--- config.mk ---
export PLATFORM = sky130hd
export DESIGN_NAME = rv32_constant_register_tracker_top
export DESIGN_NICKNAME = d
export VERILOG_FILES = /design/src/design/rv32crt_pkg.sv /design/src/design/rv32_constant_register_tracker_top.sv
export SDC_FILE = /design/constraint.sdc
export NUM_CORES = 2
export LEC_CHECK = 0
export BUFFER_PORTS_ARGS = -buffer_cell sky130_fd_sc_hd__buf_2
export CORE_AREA = 8 8 387 389
export DETAILED_ROUTE_END_ITERATION = 10
export DIE_AREA = 0 0 395 397
export PLACE_DENSITY = 0.66
export SLEW_MARGIN = 10
export SYNTH_ARGS = -nofsm -noshare
export SYNTH_HDL_FRONTEND = slang
export SYNTH_SLANG_ARGS = --single-unit
--- constraint.sdc ---
create_clock -name aclk -period 10.6 [get_ports aclk]
set_clock_uncertainty 0.05 [all_clocks]
set_input_delay 0.53 -clock aclk [delete_from_list [all_inputs] [get_ports aclk]]
set_output_delay 0.53 -clock aclk [all_outputs]
set_load 0.02 [all_outputs]
--- src/design/rv32crt_pkg.sv ---
// Shared types and codes for the RV32 constant-register tracker.
// Stream payload layouts, action, class and ALU operation codes, FSM states.
// No dependencies.
`default_nettype none

package rv32crt_pkg;

    localparam int unsigned S_TDATA_W = 88;
    localparam int unsigned S_TUSER_W = 3;
    localparam int unsigned M_TDATA_W = 40;

    // action codes (carried on s_tuser)
    localparam logic [2:0] ACT_EXECUTE     = 3'd0;
    localparam logic [2:0] ACT_MERGE       = 3'd1;
    localparam logic [2:0] ACT_SET_ZERO    = 3'd2;
    localparam logic [2:0] ACT_SET_UNKNOWN = 3'd3;
    localparam logic [2:0] ACT_READ        = 3'd4;

    // instruction classes
    localparam logic [2:0] CLS_ALU  = 3'd0;
    localparam logic [2:0] CLS_CSR  = 3'd1;
    localparam logic [2:0] CLS_JUMP = 3'd2;
    localparam logic [2:0] CLS_LOAD = 3'd3;
    localparam logic [2:0] CLS_NONE = 3'd4;

    // ALU operations
    localparam logic [4:0] OP_LUI   = 5'd0;
    localparam logic [4:0] OP_ADDI  = 5'd1;
    localparam logic [4:0] OP_SLTI  = 5'd2;
    localparam logic [4:0] OP_SLTIU = 5'd3;
    localparam logic [4:0] OP_XORI  = 5'd4;
    localparam logic [4:0] OP_ORI   = 5'd5;
    localparam logic [4:0] OP_ANDI  = 5'd6;
    localparam logic [4:0] OP_SLLI  = 5'd7;
    localparam logic [4:0] OP_SRLI  = 5'd8;
    localparam logic [4:0] OP_SRAI  = 5'd9;
    localparam logic [4:0] OP_ADD   = 5'd10;
    localparam logic [4:0] OP_SUB   = 5'd11;
    localparam logic [4:0] OP_SLL   = 5'd12;
    localparam logic [4:0] OP_SLT   = 5'd13;
    localparam logic [4:0] OP_SLTU  = 5'd14;
    localparam logic [4:0] OP_XOR   = 5'd15;
    localparam logic [4:0] OP_SRL   = 5'd16;
    localparam logic [4:0] OP_SRA   = 5'd17;
    localparam logic [4:0] OP_OR    = 5'd18;
    localparam logic [4:0] OP_AND   = 5'd19;
    localparam logic [4:0] OP_UNSUP = 5'd20;

    typedef struct packed {
        logic [6:0]  pad;
        logic [31:0] incoming_value;
        logic        incoming_known;
        logic [4:0]  reg_select;
        logic [19:0] immediate;
        logic [4:0]  src2_index;
        logic [4:0]  src1_index;
        logic [4:0]  dest_index;
        logic [4:0]  alu_op;
        logic [2:0]  op_class;
    } in_item_t;

    typedef struct packed {
        logic [4:0]  pad;
        logic        merge_changed;
        logic        wrote_register;
        logic [31:0] result_value;
        logic        result_known;
    } out_item_t;

    typedef enum logic [1:0] {
        ST_IDLE = 2'b01,
        ST_EXEC = 2'b10
    } state_t;

endpackage

`default_nettype wire

--- src/design/rv32_constant_register_tracker_top.sv ---
// Top level of the RV32 constant-register tracker: value memory, known flags,
// shared ALU and the output register.
// Depends on rv32crt_pkg.
`default_nettype none

//  channel | direction | handshake        | payload
//  --------+-----------+------------------+------------------------------------------
//  s_      | in        | s_tvalid/s_tready| s_tuser action, s_tdata instruction/merge
//  m_      | out       | m_tvalid/m_tready| m_tdata known, value, wrote, changed
//
//  Each transaction first reads the value memory (two read ports, registered
//  data), then in ST_EXEC evaluates, writes back and loads the output
//  register. The next transaction is taken while a result waits on m_.
//  An item stalls in ST_EXEC while the output register is full.
//  Reset clears the known flags (x0 known) and the per-entry valid bits at once;
//  an entry not valid reads as zero, so no clearing pass runs.

module rv32_constant_register_tracker_top #(
    parameter int REG_COUNT = 32
) (
    input  wire logic                              aclk,
    input  wire logic                              aresetn,
    input  wire logic                              s_tvalid,
    output logic                                   s_tready,
    // [2:0] op_class, [7:3] alu_op, [12:8] dest_index, [17:13] src1_index,
    // [22:18] src2_index, [42:23] immediate, [47:43] reg_select,
    // [48] incoming_known, [80:49] incoming_value, [87:81] zero
    input  wire logic [rv32crt_pkg::S_TDATA_W-1:0] s_tdata,
    // [2:0] action
    input  wire logic [rv32crt_pkg::S_TUSER_W-1:0] s_tuser,
    output logic                                   m_tvalid,
    input  wire logic                              m_tready,
    // [0] result_known, [32:1] result_value, [33] wrote_register,
    // [34] merge_changed, [39:35] zero
    output logic [rv32crt_pkg::M_TDATA_W-1:0]      m_tdata
);
    import rv32crt_pkg::*;

    localparam int         IDX_W     = $clog2(REG_COUNT);
    localparam logic [5:0] REG_LIMIT = 6'(REG_COUNT);

    // register number is a real entry of the file
    function automatic logic in_range(input logic [4:0] r);
        return {1'b0, r} < REG_LIMIT;
    endfunction

    state_t                state_reg, state_next;
    in_item_t              item_reg;
    logic [2:0]            action_reg;
    logic [REG_COUNT-1:0]  known_reg, known_next;
    logic [REG_COUNT-1:0]  valid_reg, valid_next;
    logic [31:0]           value_mem [REG_COUNT];
    logic [31:0]           rdata_a_reg, rdata_b_reg;
    out_item_t             out_reg, out_next;
    logic                  m_tvalid_reg, m_tvalid_next;

    in_item_t              s_item;
    logic                  accept;
    logic [4:0]            rd_addr_a;
    logic                  finish;
    logic                  wr_en;
    logic [IDX_W-1:0]      wr_idx;
    logic [31:0]           wr_data;

    assign s_item    = in_item_t'(s_tdata);
    assign s_tready  = (state_reg == ST_IDLE);
    assign accept    = s_tvalid && s_tready;
    assign rd_addr_a = (s_tuser == ACT_EXECUTE) ? s_item.src1_index : s_item.reg_select;
    assign finish    = (state_reg == ST_EXEC) && (!m_tvalid_reg || m_tready);
    assign m_tvalid  = m_tvalid_reg;
    assign m_tdata   = M_TDATA_W'(out_reg);

    // value memory: two synchronous read ports, one write port
    always_ff @(posedge aclk) begin
        if (accept) begin
            rdata_a_reg <= value_mem[rd_addr_a[IDX_W-1:0]];
            rdata_b_reg <= value_mem[s_item.src2_index[IDX_W-1:0]];
        end
        if (wr_en) begin
            value_mem[wr_idx] <= wr_data;
        end
    end

    // item holding register
    always_ff @(posedge aclk) begin
        if (accept) begin
            item_reg   <= s_item;
            action_reg <= s_tuser;
        end
    end

    // evaluate the held item against the read data
    always_comb begin
        logic             a_known, b_known, alu_known, wr_ok, k_after;
        logic [IDX_W-1:0] a_idx, b_idx, rd_idx;
        logic [31:0]      a_val, b_val, opb, alu_res, sext_imm;
        logic [4:0]       sh;
        logic [4:0]       op;

        state_next    = state_reg;
        known_next    = known_reg;
        valid_next    = valid_reg;
        out_next      = out_reg;
        m_tvalid_next = m_tvalid_reg;
        wr_en         = 1'b0;
        wr_data       = '0;

        op     = item_reg.alu_op;
        a_idx  = (action_reg == ACT_EXECUTE) ? item_reg.src1_index[IDX_W-1:0]
                                             : item_reg.reg_select[IDX_W-1:0];
        b_idx  = item_reg.src2_index[IDX_W-1:0];
        rd_idx = item_reg.dest_index[IDX_W-1:0];
        wr_idx = rd_idx;

        a_known = ((action_reg == ACT_EXECUTE) ? in_range(item_reg.src1_index)
                                               : in_range(item_reg.reg_select))
                  && known_reg[a_idx];
        b_known = in_range(item_reg.src2_index) && known_reg[b_idx];
        a_val   = valid_reg[a_idx] ? rdata_a_reg : 32'd0;
        b_val   = valid_reg[b_idx] ? rdata_b_reg : 32'd0;

        sext_imm = {{20{item_reg.immediate[11]}}, item_reg.immediate[11:0]};
        opb      = (op <= OP_SRAI) ? sext_imm : b_val;
        sh       = (op <= OP_SRAI) ? item_reg.immediate[4:0] : b_val[4:0];

        case (op) inside
            OP_ADDI, OP_ADD:            alu_res = a_val + opb;
            OP_SUB:                     alu_res = a_val - opb;
            OP_SLTI, OP_SLT:            alu_res = {31'd0, $signed(a_val) < $signed(opb)};
            OP_SLTIU, OP_SLTU:          alu_res = {31'd0, a_val < opb};
            OP_XORI, OP_XOR:            alu_res = a_val ^ opb;
            OP_ORI, OP_OR:              alu_res = a_val | opb;
            OP_ANDI, OP_AND:            alu_res = a_val & opb;
            OP_SLLI, OP_SLL:            alu_res = a_val << sh;
            OP_SRLI, OP_SRL:            alu_res = a_val >> sh;
            OP_SRAI, OP_SRA:            alu_res = 32'($signed(a_val) >>> sh);
            default:                    alu_res = {item_reg.immediate, 12'd0};
        endcase

        // known result: lui needs nothing, I-forms need src1, R-forms both
        if (op == OP_LUI) begin
            alu_known = 1'b1;
        end else if (op >= OP_UNSUP) begin
            alu_known = 1'b0;
        end else if (op <= OP_SRAI) begin
            alu_known = a_known;
        end else begin
            alu_known = a_known && b_known;
        end

        wr_ok   = (item_reg.op_class <= CLS_LOAD) && (item_reg.dest_index != 5'd0)
                  && in_range(item_reg.dest_index);
        k_after = 1'b0;

        if (finish) begin
            out_next      = '0;
            m_tvalid_next = 1'b1;
            state_next    = ST_IDLE;
            case (action_reg)
                ACT_EXECUTE: begin
                    if (wr_ok) begin
                        k_after = (item_reg.op_class == CLS_ALU) && alu_known;
                        known_next[rd_idx]      = k_after;
                        valid_next[rd_idx]      = 1'b1;
                        wr_en                   = 1'b1;
                        wr_data                 = k_after ? alu_res : 32'd0;
                        out_next.result_known   = k_after;
                        out_next.result_value   = k_after ? alu_res : 32'd0;
                        out_next.wrote_register = 1'b1;
                    end
                end
                ACT_MERGE: begin
                    k_after = a_known;
                    // drop a known entry to unknown when the incoming value is unknown or disagrees
                    if (a_known && (item_reg.reg_select != 5'd0) &&
                        (!item_reg.incoming_known || item_reg.incoming_value != a_val)) begin
                        known_next[a_idx]      = 1'b0;
                        valid_next[a_idx]      = 1'b0;
                        k_after                = 1'b0;
                        out_next.merge_changed = 1'b1;
                    end
                    out_next.result_known = k_after;
                    out_next.result_value = k_after ? a_val : 32'd0;
                end
                ACT_SET_ZERO: begin
                    known_next = '1;
                    valid_next = '0;
                end
                ACT_SET_UNKNOWN: begin
                    known_next    = '0;
                    known_next[0] = 1'b1;
                    valid_next    = '0;
                end
                ACT_READ: begin
                    out_next.result_known = a_known;
                    out_next.result_value = a_known ? a_val : 32'd0;
                end
                default: begin
                    out_next = '0;
                end
            endcase
        end else if (m_tvalid_reg && m_tready) begin
            m_tvalid_next = 1'b0;
        end

        if (accept) begin
            state_next = ST_EXEC;
        end
    end

    always_ff @(posedge aclk) begin
        if (!aresetn) begin
            state_reg     <= ST_IDLE;
            known_reg     <= REG_COUNT'(1);
            valid_reg     <= '0;
            m_tvalid_reg  <= 1'b0;
        end else begin
            state_reg     <= state_next;
            known_reg     <= known_next;
            valid_reg     <= valid_next;
            m_tvalid_reg  <= m_tvalid_next;
        end
    end

    // hold the result payload until taken
    always_ff @(posedge aclk) begin
        out_reg <= out_next;
    end

endmodule

`default_nettype wire
==> qor.csv <==
metric;value;unit
Slew @ Worst Pin;1.338;ns
Vias;55891;
Die Area;0.1568;sq mm
global-route wire length before repair;376300;um
ports placed on the boundary;137;
final WL;264400;um
final setup fails;0;
vias in the first global route;53000;
asr flop ratio synth;0;%
RSZ-0062 raised after global routing;false;
Post-CTS Setup Repair Bufs;0;
post-detail-place hpwl;161400;um
Routed met1 length;102400;um
setup TNS;0;ns
Setup crit end kind;flop;
Final Instance Count excl. Fillers;8125;
Nets;6293;
Synth Instances;6069;
synthesized area per cell;11.74;sq um
initial core utilization;49.40;%
clk buf depth;3;
placed cell area;0.07416;sq mm
# Max-Cap Violations;0;
Syn. warnings;0;
outcome;finished clean;
CP startpoint kind;flop;
Crit path largest cell delay;0.93;ns
Netlist Area Pre-Place;0.07122;sq mm
Max transition margin;9.876;%
share of cells above drive strength 1;15.83;%
clock slew at the register clock pins of the worst setup and hold paths;0.06;ns
filler instances;11816;
Yosys cell types;90;
area leader, netlist;edfxtp_1;
Area growth, synth to finish;11.42;%
IO Port Bufs;124;
placed cell count;7788;
via/cell ratio;6.879;
Power Total;0.01257;W
Iter 0 DRT Violations;7478;
Synth top cells by count;edfxtp_1, nand2_1, clkbuf_1;
post-route cell area;0.07936;sq mm
Final Cycle Share;83.63;%
footprint of the multi-input gates;0.03163;sq mm
Seq cells post-synth;1274;
DIE HEIGHT;397;um
CTS buffer count;139;
post-route ant nets;0;
highest routed layer;met5;
Overall Global Routing Usage;32.54;%
final hold vios;0;
Die Wd;395;um
Leak;24.67;nW
CP bufs+invs;4;
max FFs per register;1024;
largest cells by area after synthesis;edfxtp_1, mux4_2, nand2_1;
CTS tree;yes;
Worst Path Arrival;9.32;ns
reg2reg start;action_reg[1];
Hold Crit Class;input port to flop;
drt wl/cell;32.54;um
Site Rows;140;
Critical Path RT;11.05;ns
Register Area;0.03759;sq mm
initial antenna violation count;19;
H-tree depth;4;
largest net degree at the start of global routing;228;
sequential fraction of the synthesis area;52.77;%
core area;0.1442;sq mm
top cell type's share of synthesized area;50.89;%
length of routed met2 wiring;118900;um
CTS root buf;clkbuf_16;
CP top delay family;compound AO/OA/AOI/OAI gates;
Post-synth EDFFs;1207;
Final Max Tran Viols;0;
fin crit period;8.865;ns
critical path type;flop to flop;
peak supply drop;0.0001743;V
Final Wtd Congestion;1.026;
crit-path max FO;32;
GRT overflow;0;
DRC;0;
Detailed Routing Iterations Pass 1;6;
CP max stage cell;o221ai_1;
top_reg_cell synth;edfxtp_1;
Setup crit start;action_reg[1];
top-count cell post-synth;edfxtp_1;
DR WL met3;28980;um
hold wc startpoint;s_tvalid;
most used cell, CP;buf_4;
power per cell area;158.4;mW/mm^2
Clock Latency Late Sink;0.79;ns
# clock sinks;1274;
Fmax;112.8;MHz
==> cells in the final DEF, fill, tap and decap left out, types with 30 or more instances in the layout <==
cell type,Yosys,layout
a211oi_1,414,414
a21o_1,80,80
a21oi_1,335,335
a311oi_1,135,135
a31oi_1,174,174
and2_1,305,304
buf_2,42,120
buf_4,7,166
clkbuf_16,0,142
clkinv_1,1,31
conb_1,1,37
dfxtp_1,67,67
dlygate4sd3_1,0,80
edfxtp_1,1207,1207
ha_1,104,104
inv_1,131,128
mux2_2,46,44
mux2i_1,108,104
mux4_2,340,340
nand2_1,857,855
nand2b_1,31,31
nand3_1,74,74
nor2_1,232,181
nor2_4,1,38
nor3_1,63,58
o211ai_1,41,41
o21ai_0,219,213
o22ai_1,40,40
or3_1,35,34
xnor2_1,30,30
==> layer usage <==
metal,track usage (%),up-vias
met5,0,-
met4,15.47,6
met3,6.929,688
met2,50.13,3533
met1,44.16,28013
li1,-,23651
==> worst reg2reg max path, stage by stage (launching register included) <==
cell and delay [ns]:
edfxtp_1 0.58, nor3_2 0.72, mux2_2 0.63, mux2i_1 0.22
a2111oi_2 0.52, o211a_2 0.79, buf_4 0.36, buf_4 0.26
and2_1 0.25, ha_1 0.36, nor2b_1 0.22, or4_1 0.48
a211oi_1 0.21, nor3_1 0.19, buf_4 0.20, o22ai_1 0.21
o21ai_0 0.23, nor2_1 0.19, nor4_1 0.06, nor3_1 0.21
nor2_1 0.11, o21ai_0 0.21, a21oi_1 0.10, o221ai_1 0.93
nor2_2 0.04, buf_4 0.27
==> cells by family after synthesis <==
family	share of synthesized area (%)
mux	13.04
flops	52.77
fa+ha+maj	1.883
compound gates	17.00
simple gates	11.12
buf+inv	3.682
other cells	0.005265
xor+xnor	0.5042
==> metrics by stage <==
| stage | utilization, % | setup WS (ns) | hold WS, ns |
|---|---|---|---|
| after global placement | 51.44 | 1.816 | 0.4154 |
| after floorplan | - | 3.037 | 0.3860 |
| after detailed placement | 51.44 | 1.775 | 0.4200 |
| final | 55.05 | 1.735 | 0.09909 |
| after CTS | 55.02 | 1.727 | 0.04115 |
| after global routing | 55.03 | 1.318 | 0.08576 |
==> where the power goes <==
part	total, W	switching, W	internal [W]
clock network	0.00469	0.00203	0.00266
registers	0.00562	0.000104	0.00551
logic	0.00226	0.00153	0.000723
==> area by class of cell <==
| type | instances | area share, % |
|---|---|---|
| tap | 1917 | 3.022 |
| inverter | 136 | 0.6496 |
| timing repair buffer | 377 | 3.590 |
| antenna | 10 | 0.03153 |
| sequential | 1274 | 47.36 |
| clock buffer | 169 | 4.656 |
| multi-input combinational | 4164 | 39.86 |
| clock inverter | 78 | 0.8262 |
==> path summary, 6_finish.rpt <==
path,to,slack [ns],cells past startpoint
worst max-delay path,value_mem[15][0],1.74,25
worst min-delay path,state_reg[1],0.1,3
worst max register to register,value_mem[15][0],1.74,25
worst min register to register,valid_reg[0],0.43,2
==> what timing repair did <==
| action | 4_1_cts | 5_1_grt |
|---|---|---|
| hold buffers | 80 | 0 |
| endpoints found under the hold margin | 80 | 0 |
| resized for setup | 0 | 0 |
(Power assumes the default switching activity.)
